$ cat src/hdl/tsd_pkg.sv
package tsd_pkg;

    localparam int POS_W      = 16;
    localparam int PWR_W      = 7;
    localparam int PEAK_W     = 8;
    localparam int PROD_W     = 23;
    localparam int FAC_W      = 11;
    localparam int REM_W      = 34;
    localparam int Q_W        = 11;
    localparam int DRV_W      = 12;
    localparam int PHASE_W    = 2;
    localparam int CNT_W      = 4;
    localparam int CFG_IDX_W  = 2;
    localparam int CFG_DATA_W = 16;

    localparam int FAC_NOM    = 1000;
    localparam int FAC_LO     = 900;
    localparam int FAC_HI     = 1100;
    localparam int DEN_SCALE  = 100;

    localparam logic [PWR_W-1:0] PWR_MAX         = PWR_W'(100);
    localparam logic [PWR_W-1:0] START_POWER_RST = PWR_W'(20);
    localparam logic [PWR_W-1:0] END_POWER_RST   = PWR_W'(20);

    localparam logic [PHASE_W-1:0] PH_ACCEL  = 2'd0;
    localparam logic [PHASE_W-1:0] PH_CRUISE = 2'd1;
    localparam logic [PHASE_W-1:0] PH_DECEL  = 2'd2;
    localparam logic [PHASE_W-1:0] PH_STOP   = 2'd3;

    localparam logic [CFG_IDX_W-1:0] REG_START_POWER = 2'd0;
    localparam logic [CFG_IDX_W-1:0] REG_END_POWER   = 2'd1;
    localparam logic [CFG_IDX_W-1:0] REG_RAMP_UP     = 2'd2;
    localparam logic [CFG_IDX_W-1:0] REG_RAMP_DOWN   = 2'd3;

    typedef struct packed {
        logic [PWR_W-1:0] start_power;
        logic [PWR_W-1:0] end_power;
        logic [POS_W-1:0] ramp_up_length;
        logic [POS_W-1:0] ramp_down_length;
    } t_cfg;

    typedef struct packed {
        logic start;
        logic tick_load;
        logic eval;
        logic mul;
        logic sum;
        logic scale;
        logic div_step;
        logic hold_first;
        logic emit;
        logic emit_stop;
        logic chan;
    } t_cmd;

    typedef struct packed {
        logic active;
        logic goal_reached;
        logic out_free;
    } t_status;

    function automatic logic [PWR_W-1:0] sat_pwr(input logic [PEAK_W-1:0] p);
        logic [PWR_W-1:0] r;
        r = (p > PEAK_W'(PWR_MAX)) ? PWR_MAX : p[PWR_W-1:0];
        return r;
    endfunction

endpackage

$ cat src/hdl/tsd_if.sv
interface tsd_in_if;
    logic                                 valid;
    logic                                 ready;
    logic                                 kind;
    logic        [tsd_pkg::POS_W-1:0]     target_distance;
    logic signed [tsd_pkg::PEAK_W-1:0]    peak_power;
    logic        [tsd_pkg::POS_W-1:0]     left_position;
    logic        [tsd_pkg::POS_W-1:0]     right_position;

    modport source (
        output valid, kind, target_distance, peak_power, left_position, right_position,
        input  ready
    );
    modport sink (
        input  valid, kind, target_distance, peak_power, left_position, right_position,
        output ready
    );
endinterface

interface tsd_out_if;
    logic                                 valid;
    logic                                 ready;
    logic signed [tsd_pkg::DRV_W-1:0]     first_drive;
    logic signed [tsd_pkg::DRV_W-1:0]     second_drive;
    logic                                 stopped;
    logic        [tsd_pkg::PHASE_W-1:0]   phase;

    modport source (
        output valid, first_drive, second_drive, stopped, phase,
        input  ready
    );
    modport sink (
        input  valid, first_drive, second_drive, stopped, phase,
        output ready
    );
endinterface

interface tsd_cfg_if;
    logic                                 valid;
    logic                                 ready;
    logic [tsd_pkg::CFG_IDX_W-1:0]        index;
    logic [tsd_pkg::CFG_DATA_W-1:0]       data;

    modport source (output valid, index, data, input ready);
    modport sink (input valid, index, data, output ready);
endinterface

$ cat src/hdl/tsd_regs.sv
module tsd_regs (
    input  logic          i_clk,
    input  logic          i_rst_n,
    tsd_cfg_if.sink       i_cfg,
    output tsd_pkg::t_cfg o_cfg
);
    import tsd_pkg::*;

    t_cfg r_cfg;

    assign i_cfg.ready = 1'b1;
    assign o_cfg       = r_cfg;

    always_ff @(posedge i_clk) begin
        if (!i_rst_n) begin
            r_cfg.start_power      <= START_POWER_RST;
            r_cfg.end_power        <= END_POWER_RST;
            r_cfg.ramp_up_length   <= '0;
            r_cfg.ramp_down_length <= '0;
        end else if (i_cfg.valid) begin
            case (i_cfg.index)
                REG_START_POWER: r_cfg.start_power      <= i_cfg.data[PWR_W-1:0];
                REG_END_POWER:   r_cfg.end_power        <= i_cfg.data[PWR_W-1:0];
                REG_RAMP_UP:     r_cfg.ramp_up_length   <= i_cfg.data[POS_W-1:0];
                REG_RAMP_DOWN:   r_cfg.ramp_down_length <= i_cfg.data[POS_W-1:0];
                default: ;
            endcase
        end
    end

endmodule

$ cat src/hdl/tsd_ctrl.sv
module tsd_ctrl (
    input  logic             i_clk,
    input  logic             i_rst_n,
    input  logic             i_in_valid,
    input  logic             i_in_kind,
    input  tsd_pkg::t_status i_status,
    output logic             o_in_ready,
    output tsd_pkg::t_cmd    o_cmd
);
    import tsd_pkg::*;

    typedef enum logic [3:0] {
        S_IDLE,
        S_EVAL,
        S_STOP,
        S_MUL,
        S_SUM,
        S_SCALE,
        S_DIV,
        S_NEXT,
        S_EMIT
    } t_state;

    t_state           r_state, n_state;
    logic [CNT_W-1:0] r_cnt, n_cnt;
    logic             r_chan, n_chan;
    t_cmd             cmd;

    always_comb begin
        n_state = r_state;
        n_cnt   = r_cnt;
        n_chan  = r_chan;
        cmd     = '0;
        cmd.chan = r_chan;
        case (r_state)
            S_IDLE: begin
                if (i_in_valid) begin
                    if (!i_in_kind) begin
                        cmd.start = 1'b1;
                    end else if (i_status.active) begin
                        cmd.tick_load = 1'b1;
                        n_state = S_EVAL;
                    end
                end
            end
            S_EVAL: begin
                if (i_status.goal_reached) begin
                    n_state = S_STOP;
                end else begin
                    cmd.eval = 1'b1;
                    n_state = S_MUL;
                end
            end
            S_STOP: begin
                if (i_status.out_free) begin
                    cmd.emit_stop = 1'b1;
                    n_state = S_IDLE;
                end
            end
            S_MUL: begin
                cmd.mul = 1'b1;
                n_state = S_SUM;
            end
            S_SUM: begin
                cmd.sum = 1'b1;
                n_chan  = 1'b0;
                n_state = S_SCALE;
            end
            S_SCALE: begin
                cmd.scale = 1'b1;
                n_cnt   = CNT_W'(Q_W - 1);
                n_state = S_DIV;
            end
            S_DIV: begin
                cmd.div_step = 1'b1;
                n_cnt = r_cnt - 1'b1;
                if (r_cnt == '0) begin
                    n_state = S_NEXT;
                end
            end
            S_NEXT: begin
                if (!r_chan) begin
                    cmd.hold_first = 1'b1;
                    n_chan  = 1'b1;
                    n_state = S_SCALE;
                end else begin
                    n_state = S_EMIT;
                end
            end
            S_EMIT: begin
                if (i_status.out_free) begin
                    cmd.emit = 1'b1;
                    n_state = S_IDLE;
                end
            end
            default: n_state = S_IDLE;
        endcase
    end

    always_ff @(posedge i_clk) begin
        if (!i_rst_n) begin
            r_state <= S_IDLE;
            r_cnt   <= '0;
            r_chan  <= 1'b0;
        end else begin
            r_state <= n_state;
            r_cnt   <= n_cnt;
            r_chan  <= n_chan;
        end
    end

    assign o_in_ready = (r_state == S_IDLE);
    assign o_cmd      = cmd;

endmodule

$ cat src/hdl/tsd_dp.sv
module tsd_dp (
    input  logic                              i_clk,
    input  logic                              i_rst_n,
    input  tsd_pkg::t_cfg                     i_cfg,
    input  tsd_pkg::t_cmd                     i_cmd,
    input  logic        [tsd_pkg::POS_W-1:0]  i_target_distance,
    input  logic signed [tsd_pkg::PEAK_W-1:0] i_peak_power,
    input  logic        [tsd_pkg::POS_W-1:0]  i_left_position,
    input  logic        [tsd_pkg::POS_W-1:0]  i_right_position,
    output tsd_pkg::t_status                  o_status,
    tsd_out_if.source                         o_out
);
    import tsd_pkg::*;

    // move state
    logic             r_active;
    logic [POS_W-1:0] r_goal;
    logic [PWR_W-1:0] r_peak;
    logic             r_backward;
    logic             r_in_decel;
    logic [POS_W-1:0] r_entry;

    // per-tick working registers
    logic [POS_W-1:0]   r_left, r_right;
    logic [PWR_W-1:0]   r_base, r_slope;
    logic               r_slope_neg;
    logic [POS_W-1:0]   r_den, r_x;
    logic [PHASE_W-1:0] r_phase;
    logic [FAC_W-1:0]   r_f_left, r_f_right;
    logic [PROD_W-1:0]  r_p1, r_p2, r_num, r_div;
    logic [REM_W-1:0]   r_rem, r_dsh;
    logic [Q_W-1:0]     r_q, r_q_first;

    // output register
    logic                     r_out_valid;
    logic signed [DRV_W-1:0]  r_first, r_second;
    logic                     r_stopped;
    logic [PHASE_W-1:0]       r_out_phase;

    logic [PEAK_W-1:0]        abs_peak;
    logic [PWR_W-1:0]         sp, ep;
    logic signed [POS_W+1:0]  cruise_end;
    logic                     is_accel, is_cruise;
    logic [POS_W-1:0]         entry_eff;
    logic signed [POS_W:0]    diff;
    logic signed [POS_W+1:0]  fl_raw, fr_raw;
    logic [PWR_W-1:0]         e_base, e_slope;
    logic                     e_neg;
    logic [POS_W-1:0]         e_den, e_x;
    logic [PHASE_W-1:0]       e_phase;
    logic [FAC_W-1:0]         fac;
    logic [DRV_W-1:0]         mag1, mag2;
    logic                     out_free;

    function automatic logic [FAC_W-1:0] clamp_fac(input logic signed [POS_W+1:0] v);
        logic [FAC_W-1:0] r;
        if (v < (POS_W+2)'(FAC_LO)) begin
            r = FAC_W'(FAC_LO);
        end else if (v > (POS_W+2)'(FAC_HI)) begin
            r = FAC_W'(FAC_HI);
        end else begin
            r = v[FAC_W-1:0];
        end
        return r;
    endfunction

    assign abs_peak = i_peak_power[PEAK_W-1] ? PEAK_W'(-i_peak_power) : PEAK_W'(i_peak_power);
    assign sp       = sat_pwr(PEAK_W'(i_cfg.start_power));
    assign ep       = sat_pwr(PEAK_W'(i_cfg.end_power));

    assign cruise_end = $signed({2'b00, r_goal})
                      - $signed({2'b00, i_cfg.ramp_up_length})
                      - $signed({2'b00, i_cfg.ramp_down_length});
    assign is_accel  = !r_in_decel && (r_left < i_cfg.ramp_up_length);
    assign is_cruise = !r_in_decel && !is_accel && ($signed({2'b00, r_left}) < cruise_end);
    assign entry_eff = r_in_decel ? r_entry : r_left;

    assign diff   = $signed({1'b0, r_left}) - $signed({1'b0, r_right});
    assign fl_raw = (POS_W+2)'(FAC_NOM) - (POS_W+2)'(diff);
    assign fr_raw = (POS_W+2)'(FAC_NOM) + (POS_W+2)'(diff);

    always_comb begin
        if (is_accel) begin
            e_phase = PH_ACCEL;
            e_base  = sp;
            e_den   = i_cfg.ramp_up_length;
            e_x     = r_left;
            e_neg   = (r_peak < sp);
            e_slope = (r_peak >= sp) ? r_peak - sp : sp - r_peak;
        end else if (is_cruise) begin
            e_phase = PH_CRUISE;
            e_base  = r_peak;
            e_den   = POS_W'(1);
            e_x     = '0;
            e_neg   = 1'b0;
            e_slope = '0;
        end else begin
            e_phase = PH_DECEL;
            e_base  = r_peak;
            e_den   = r_goal - entry_eff;
            e_x     = (r_left < entry_eff) ? '0 : r_left - entry_eff;
            e_neg   = (ep < r_peak);
            e_slope = (ep >= r_peak) ? ep - r_peak : r_peak - ep;
        end
    end

    assign fac      = i_cmd.chan ? r_f_right : r_f_left;
    assign out_free = !r_out_valid || o_out.ready;
    assign mag1     = DRV_W'(r_q_first);
    assign mag2     = DRV_W'(r_q);

    always_ff @(posedge i_clk) begin
        if (!i_rst_n) begin
            r_active   <= 1'b0;
            r_goal     <= '0;
            r_peak     <= '0;
            r_backward <= 1'b0;
            r_in_decel <= 1'b0;
            r_entry    <= '0;
        end else begin
            if (i_cmd.start) begin
                r_active   <= 1'b1;
                r_goal     <= i_target_distance;
                r_peak     <= sat_pwr(abs_peak);
                r_backward <= i_peak_power[PEAK_W-1];
                r_in_decel <= 1'b0;
                r_entry    <= '0;
            end
            if (i_cmd.eval && !is_accel && !is_cruise && !r_in_decel) begin
                r_in_decel <= 1'b1;
                r_entry    <= r_left;
            end
            if (i_cmd.emit_stop) begin
                r_active <= 1'b0;
            end
        end
    end

    always_ff @(posedge i_clk) begin
        if (i_cmd.tick_load) begin
            r_left  <= i_left_position;
            r_right <= i_right_position;
        end
        if (i_cmd.eval) begin
            r_phase     <= e_phase;
            r_base      <= e_base;
            r_slope     <= e_slope;
            r_slope_neg <= e_neg;
            r_den       <= e_den;
            r_x         <= e_x;
            r_f_left    <= clamp_fac(fl_raw);
            r_f_right   <= clamp_fac(fr_raw);
        end
        if (i_cmd.mul) begin
            r_p1 <= PROD_W'(r_base) * PROD_W'(r_den);
            r_p2 <= PROD_W'(r_slope) * PROD_W'(r_x);
        end
        if (i_cmd.sum) begin
            r_num <= r_slope_neg ? r_p1 - r_p2 : r_p1 + r_p2;
            r_div <= PROD_W'(r_den) * PROD_W'(DEN_SCALE);
        end
        if (i_cmd.scale) begin
            r_rem <= REM_W'(r_num) * REM_W'(fac) + REM_W'(r_div >> 1);
            r_dsh <= REM_W'(r_div) << (Q_W - 1);
            r_q   <= '0;
        end
        if (i_cmd.div_step) begin
            if (r_rem >= r_dsh) begin
                r_rem <= r_rem - r_dsh;
                r_q   <= {r_q[Q_W-2:0], 1'b1};
            end else begin
                r_q   <= {r_q[Q_W-2:0], 1'b0};
            end
            r_dsh <= r_dsh >> 1;
        end
        if (i_cmd.hold_first) begin
            r_q_first <= r_q;
        end
    end

    always_ff @(posedge i_clk) begin
        if (!i_rst_n) begin
            r_out_valid <= 1'b0;
        end else if (i_cmd.emit || i_cmd.emit_stop) begin
            r_out_valid <= 1'b1;
        end else if (o_out.ready) begin
            r_out_valid <= 1'b0;
        end
    end

    always_ff @(posedge i_clk) begin
        if (i_cmd.emit_stop) begin
            r_first     <= '0;
            r_second    <= '0;
            r_stopped   <= 1'b1;
            r_out_phase <= PH_STOP;
        end else if (i_cmd.emit) begin
            r_first     <= r_backward ? $signed(mag1) : $signed(DRV_W'(0) - mag1);
            r_second    <= r_backward ? $signed(DRV_W'(0) - mag2) : $signed(mag2);
            r_stopped   <= 1'b0;
            r_out_phase <= r_phase;
        end
    end

    assign o_status.active       = r_active;
    assign o_status.goal_reached = (r_left >= r_goal);
    assign o_status.out_free     = out_free;

    assign o_out.valid        = r_out_valid;
    assign o_out.first_drive  = r_first;
    assign o_out.second_drive = r_second;
    assign o_out.stopped      = r_stopped;
    assign o_out.phase        = r_out_phase;

endmodule

$ cat src/hdl/trapezoidal_straight_drive.sv
// trapezoidal straight-drive power profile
// i_cfg: register writes (start/end power, ramp up/down length), always
//   ready; user must write only with no move request in flight, unchecked
// i_in: kind 0 loads target distance and signed peak power, no result;
//   kind 1 is an encoder tick, one result while a move is active, none
//   while idle
// o_out: signed drive pair in thousandths, stopped flag and phase
// a tick runs eval, multiply and sum; then one multiply-add and an 11-step
//   shared restoring divider run per channel, two channels in turn, then
//   emit; a stop result follows eval; both wait for a free output register
// ticks are taken one at a time; start requests every cycle while idle
// i_in.ready is high only while the controller is idle
// a stalled receiver holds the result in the output register; the block
//   waits before writing the next result, so nothing is lost
// reset: registers return to their default values and any move is dropped
module trapezoidal_straight_drive (
    input  logic      i_clk,
    input  logic      i_rst_n,
    tsd_cfg_if.sink   i_cfg,
    tsd_in_if.sink    i_in,
    tsd_out_if.source o_out
);
    import tsd_pkg::*;

    t_cfg    cfg;
    t_cmd    cmd;
    t_status status;
    logic    in_ready;

    assign i_in.ready = in_ready;

    tsd_regs u_regs (
        .i_clk   (i_clk),
        .i_rst_n (i_rst_n),
        .i_cfg   (i_cfg),
        .o_cfg   (cfg)
    );

    tsd_ctrl u_ctrl (
        .i_clk      (i_clk),
        .i_rst_n    (i_rst_n),
        .i_in_valid (i_in.valid),
        .i_in_kind  (i_in.kind),
        .i_status   (status),
        .o_in_ready (in_ready),
        .o_cmd      (cmd)
    );

    tsd_dp u_dp (
        .i_clk             (i_clk),
        .i_rst_n           (i_rst_n),
        .i_cfg             (cfg),
        .i_cmd             (cmd),
        .i_target_distance (i_in.target_distance),
        .i_peak_power      (i_in.peak_power),
        .i_left_position   (i_in.left_position),
        .i_right_position  (i_in.right_position),
        .o_status          (status),
        .o_out             (o_out)
    );

endmodule

$ cat src/flat_wrapper.sv
// flat-port wrapper written by rule: the top's interface ports become plain ports
module trapezoidal_straight_drive_flat import tsd_pkg::*;
  (i_clk, i_rst_n, i_cfg_valid, i_cfg_index, i_cfg_data, i_cfg_ready, i_in_valid, i_in_kind, i_in_target_distance, i_in_peak_power, i_in_left_position, i_in_right_position, i_in_ready, o_out_valid, o_out_first_drive, o_out_second_drive, o_out_stopped, o_out_phase, o_out_ready);
  tsd_cfg_if i_cfg_i ();
  tsd_in_if i_in_i ();
  tsd_out_if o_out_i ();
  input  logic i_clk;
  input  logic i_rst_n;
  input wire logic [$bits(i_cfg_i.valid)-1:0] i_cfg_valid;
  input wire logic [$bits(i_cfg_i.index)-1:0] i_cfg_index;
  input wire logic [$bits(i_cfg_i.data)-1:0] i_cfg_data;
  output wire logic [$bits(i_cfg_i.ready)-1:0] i_cfg_ready;
  input wire logic [$bits(i_in_i.valid)-1:0] i_in_valid;
  input wire logic [$bits(i_in_i.kind)-1:0] i_in_kind;
  input wire logic [$bits(i_in_i.target_distance)-1:0] i_in_target_distance;
  input wire logic [$bits(i_in_i.peak_power)-1:0] i_in_peak_power;
  input wire logic [$bits(i_in_i.left_position)-1:0] i_in_left_position;
  input wire logic [$bits(i_in_i.right_position)-1:0] i_in_right_position;
  output wire logic [$bits(i_in_i.ready)-1:0] i_in_ready;
  output wire logic [$bits(o_out_i.valid)-1:0] o_out_valid;
  output wire logic [$bits(o_out_i.first_drive)-1:0] o_out_first_drive;
  output wire logic [$bits(o_out_i.second_drive)-1:0] o_out_second_drive;
  output wire logic [$bits(o_out_i.stopped)-1:0] o_out_stopped;
  output wire logic [$bits(o_out_i.phase)-1:0] o_out_phase;
  input wire logic [$bits(o_out_i.ready)-1:0] o_out_ready;
  assign i_cfg_i.valid = i_cfg_valid;
  assign i_cfg_i.index = i_cfg_index;
  assign i_cfg_i.data = i_cfg_data;
  assign i_cfg_ready = i_cfg_i.ready;
  assign i_in_i.valid = i_in_valid;
  assign i_in_i.kind = i_in_kind;
  assign i_in_i.target_distance = i_in_target_distance;
  assign i_in_i.peak_power = i_in_peak_power;
  assign i_in_i.left_position = i_in_left_position;
  assign i_in_i.right_position = i_in_right_position;
  assign i_in_ready = i_in_i.ready;
  assign o_out_valid = o_out_i.valid;
  assign o_out_first_drive = o_out_i.first_drive;
  assign o_out_second_drive = o_out_i.second_drive;
  assign o_out_stopped = o_out_i.stopped;
  assign o_out_phase = o_out_i.phase;
  assign o_out_i.ready = o_out_ready;
  trapezoidal_straight_drive u_core (.i_clk(i_clk), .i_rst_n(i_rst_n), .i_cfg(i_cfg_i), .i_in(i_in_i), .o_out(o_out_i));
endmodule
$ cat config.mk
export PLATFORM = sky130hd
export DESIGN_NAME = trapezoidal_straight_drive_flat
export DESIGN_NICKNAME = d
export VERILOG_FILES = /design/src/hdl/tsd_pkg.sv /design/src/hdl/tsd_if.sv /design/src/hdl/tsd_regs.sv /design/src/hdl/tsd_ctrl.sv /design/src/hdl/tsd_dp.sv /design/src/hdl/trapezoidal_straight_drive.sv /design/src/flat_wrapper.sv
export SDC_FILE = /design/constraint.sdc
export NUM_CORES = 2
export LEC_CHECK = 0
export BUFFER_PORTS_ARGS = -buffer_cell sky130_fd_sc_hd__buf_2
export CAP_MARGIN = 10
export CORE_ASPECT_RATIO = 1.1
export CORE_MARGIN = 10
export CORE_UTILIZATION = 65
export CTS_CLUSTER_SIZE = 25
export DETAILED_ROUTE_END_ITERATION = 8
export GPL_TIMING_DRIVEN = 0
export PLACE_DENSITY = 0.83
export RECOVER_POWER = 25
export SYNTH_ARGS = -nofsm -noshare
export SYNTH_HDL_FRONTEND = slang
export SYNTH_SLANG_ARGS = --single-unit
export TNS_END_PERCENT = 50
$ cat constraint.sdc
create_clock -name i_clk -period 7.6 [get_ports i_clk]
set_input_delay 0.38 -clock i_clk [delete_from_list [all_inputs] [get_ports i_clk]]
set_output_delay 0.38 -clock i_clk [all_outputs]
set_load 0.1 [all_outputs]
==> flow_metrics.env <==
export IMPL_place_ws_ns=-0.388
export IMPL_synthMuxAreaShare_pct=1.61
export IMPL_initial_core_util_pct=65.5
export IMPL_grt_max_degree=33
export IMPL_rsz0062_at_grt="no"
export IMPL_core_mm2=0.0636
export IMPL_drcViolationCount=0
export IMPL_multi_input_area_mm2=0.0280
export IMPL_routed_via_density=5.93
export IMPL_io_buffers=107
export IMPL_wl_per_cell_um=20.3
export IMPL_path_max_fanout=10
export IMPL_drv_slew=0
export IMPL_setup_violations=0
export IMPL_async_reset_ff_share_pct=0
export IMPL_yosysTopAreaCell="edfxtp_1"
export IMPL_hold_class="primary input to flip-flop"
export IMPL_cts_buffer_depth=3
export IMPL_cts_sinks=407
export IMPL_clockRootBuffer="clkbuf_16"
export IMPL_post_place_cells=5628
export IMPL_maxCapViolCount=0
export IMPL_slew_headroom_pct=19.7
export IMPL_max_slew_worst_pin_slew_ns=1.21
export IMPL_synth_edf_count=248
export IMPL_final_cell_area_mm2=0.0453
export IMPL_drtIter0Drc=2363
export IMPL_diodes=0
export IMPL_synth_area_top_cells="edfxtp_1 18%, fa_1 18%, ha_1 13%, dfxtp_1 7.6%, nand2_1 6.0%"
export IMPL_die_width_um=261
export IMPL_synth_compound_area_share_pct=13.3
export IMPL_cts_setup_buffers=0
export IMPL_tns_ns=0
export IMPL_swShare_pct=34.1
export IMPL_fin_ws_ns=0.342
export IMPL_drive_gt1_share_pct=4.97
export IMPL_timing_hold_ws_ns=0.0110
export IMPL_synth_nets=5541
export IMPL_worstSetupStartpointType="flip-flop"
export IMPL_synth_main_ff_cell="edfxtp_1"
export IMPL_synth_simple_area_share_pct=16.6
export IMPL_ios=110
export IMPL_p_leak_uw=0.0203
export IMPL_fp_dieH_um=286
export IMPL_ant_nets=0
export IMPL_synth_area_mm2=0.0417
export IMPL_flow_area_growth_from_synthesis_pct=8.69
export IMPL_finalCritPeriodShare_pct=95.5
export IMPL_totalWireLength_mm=117
export IMPL_intPower_uw=4570
export IMPL_synth_top_cell_area_share_pct=17.9
export IMPL_grt_pass1_wl_mm=186
export IMPL_seq_power_share_pct=35.7
export IMPL_grtUsageTotal_pct=31.5
export IMPL_max_freq_mhz=138
export IMPL_fillers=4846
export IMPL_htreeDepth=2
export IMPL_fin_nets=5740
export IMPL_numCtsBuffers=45
export IMPL_fin_crit_ns=7.26
export IMPL_synth_fa_ha_area_share_pct=30.4
export IMPL_synth_xor_area_share_pct=5.27
export IMPL_finalHoldViolCount=0
export IMPL_syn_avg_cell_area_um2=8.93
export IMPL_place_area_mm2=0.0435
export IMPL_clkPwrFrac_pct=33.7
export IMPL_status="finished clean"
export IMPL_fin_worst_skew_ns=0.0676
export IMPL_seq_area_frac_synth_pct=25.5
export IMPL_antenna_found_initial=3
export IMPL_ys_seq_elements=407
export IMPL_final_cell_count_no_fill=5747
export IMPL_vias=34073
export IMPL_crit_required_ns=8.05
export IMPL_seq_area_mm2=0.0106
export IMPL_yosysWarnings=0
export IMPL_dieArea_mm2=0.0747
export IMPL_grt_ovfl_total=0
export IMPL_arrival_ns=7.71
export IMPL_synth_top_family_by_area="adder cells"
export IMPL_path_clk_slew_ns=0.06
export IMPL_rows=97
export IMPL_ir_worst_vdd_mv=0.206
export IMPL_ys_types=108
export IMPL_syn_inst=4670
export IMPL_dp_hpwl_mm=92.4
export IMPL_dr_pass1_iters=6
export IMPL_cts_tree="done"
export IMPL_insertion_delay_ns=0.62
export IMPL_end_kind="flip-flop"
export IMPL_pwr_density_cell_mw_per_mm2=153
export IMPL_combPwrFrac_pct=30.6
export IMPL_grt_pass1_vias=34933
export IMPL_critical_path_class="flip-flop to flip-flop"
export IMPL_switching_power_uw=2370
export IMPL_place_congestion=0.972
synth_stat cells, types with 9 or more instances:
cell type and instances:
buf_1 10, clkbuf_1 135, nand2_1 662, a21oi_1 274, or4_1 9, nor2_1 280
or2_2 11, nor4_1 12, o21bai_1 24, o21ai_0 190, dfxtp_1 159, a31oi_1 32
ha_1 421, and2_1 181, o22ai_1 10, nor3_1 74, nand2b_1 35, o21a_1 30
or3_1 27, edfxtp_1 248, and3_1 19, nand3_1 61, nor2b_1 45, a211oi_1 50
o31ai_1 19, inv_1 640, nor3b_1 10, o41ai_1 9, nand3b_1 9, nand4_1 22
a211o_1 11, xor2_1 60, mux2_2 15, a21boi_0 15, o211ai_1 22, fa_1 370
xnor2_1 186, mux2i_1 50, a21o_1 79
kinds of logic (layout without fill, tap and decap cells):
family / Yosys count / in the layout
AOI/OAI and AO/OA: 867 / 867
other: 1 / 1
adders and majority gates: 791 / 791
xor gates and xnor gates: 248 / 248
muxes: 65 / 65
and+or+nand+nor: 1488 / 1488
DFF: 407 / 407
buffers and inverters: 803 / 1039
through the flow:
step | total power [uW] | utilization, %
2_1_floorplan | 4090 | -
4_1_cts | 6940 | 71.3
3_5_place_dp | 4600 | 68.3
6_report | 6940 | 71.2
5_1_grt | 7270 | 71.2
3_3_place_gp | 4560 | 68.0
flip-flops by register name, indices dropped and copies added (netlist names), 11 cells and up:
name / cells
u_core.u_dp.r_den: 16
u_core.u_dp.r_goal: 16
u_core.u_dp.r_left: 16
u_core.u_dp.r_f_left: 11
u_core.u_dp.r_p1: 23
u_core.u_dp.r_f_right: 11
u_core.u_dp.r_p2: 23
u_core.u_dp.r_x: 16
u_core.u_dp.r_num: 23
u_core.u_dp.r_right: 16
u_core.u_dp.r_entry: 16
u_core.u_regs.o_cfg: 46
u_core.u_dp.r_q: 11
u_core.u_dp.r_dsh: 33
u_core.u_dp.r_div: 21
u_core.u_dp.r_rem: 34
u_core.u_dp.o_out.second_drive: 12
u_core.u_dp.o_out.first_drive: 12
u_core.u_dp.r_q_first: 11
final timing paths:
path | start | to | slack, ns | depth (start not counted)
worst min register to register | u_core.u_regs.o_cfg[9] | u_core.u_regs.o_cfg[9] | 0.45 | 2
worst max-delay path | u_core.u_ctrl.r_chan | u_core.u_dp.r_rem[33] | 0.34 | 24
worst max register to register | u_core.u_ctrl.r_chan | u_core.u_dp.r_rem[33] | 0.34 | 24
worst min-delay path | i_in_target_distance[11] | u_core.u_dp.r_goal[11] | 0.01 | 3
power groups by stage:
stage / clock network (uW) / registers [uW] / logic [uW]
6_report: 2340 / 2480 / 2120
5_1_grt: 2440 / 2480 / 2350
4_1_cts: 2350 / 2480 / 2120
3_5_place_dp: 0 / 2520 / 2080
3_3_place_gp: 0 / 2520 / 2030
2_1_floorplan: 0 / 2710 / 1380
worst max-delay path: stages (launching register included):
cell and delay (ns):
dfxtp_1 0.52, buf_2 0.32, mux2_2 0.45, clkbuf_2 0.23, nand2_1 0.14, fa_1 0.46
fa_1 0.52, inv_1 0.05, fa_1 0.48, fa_1 0.54, inv_1 0.05, fa_1 0.53
inv_1 0.04, ha_1 0.32, o21a_1 0.18, nor2_1 0.19, nor2b_1 0.09, o221a_2 0.30
o21bai_1 0.41, o221a_2 0.37, o2111ai_1 0.20, a21o_1 0.22, a21oi_1 0.17, xnor2_1 0.22
o21ai_0 0.12
what timing repair did:
action,in CTS,in global routing
setup endpoints to repair,8,11
hold endpoints to repair,36,0
resized for setup,3,15
hold buffers,36,0
cell type report:
type	count	share of cell area [%]
Buffer	158	1.41
Clock buffer	62	2.72
Clock inverter	22	0.704
Inverter	644	5.34
Multi-Input combinational cell	3460	61.9
Sequential cell	407	23.5
Tap cell	841	2.32
Timing Repair Buffer	153	2.14
cell usage in the layout (no fill, tap or decap), drive strengths merged, types with 45 or more instances in the layout:
cell type	Yosys	routed
a211oi	51	51
fa	370	370
clkbuf	136	240
nand2	664	664
buf	23	97
and2	182	182
dfxtp	159	159
xnor2	186	186
ha	421	421
nand3	62	62
nor2b	45	45
mux2i	50	50
edfxtp	248	248
a21o	79	79
nor2	281	281
a21oi	278	278
o21ai	197	197
xor2	62	62
nor3	76	76
inv	644	646
routing by layer:
metal / share of wire (%) / wire length, um / GRT usage [%] / vias up
li1: - / - / - / 15996
met1: 37 / 43100 / 35.2 / 16281
met2: 49 / 57000 / 54.4 / 1355
met3: 6.1 / 7190 / 4.83 / 435
met4: 8.2 / 9530 / 21.8 / 6
met5: 0.032 / 37 / 0 / -
Note: power is estimated with default switching activity, not from simulation.
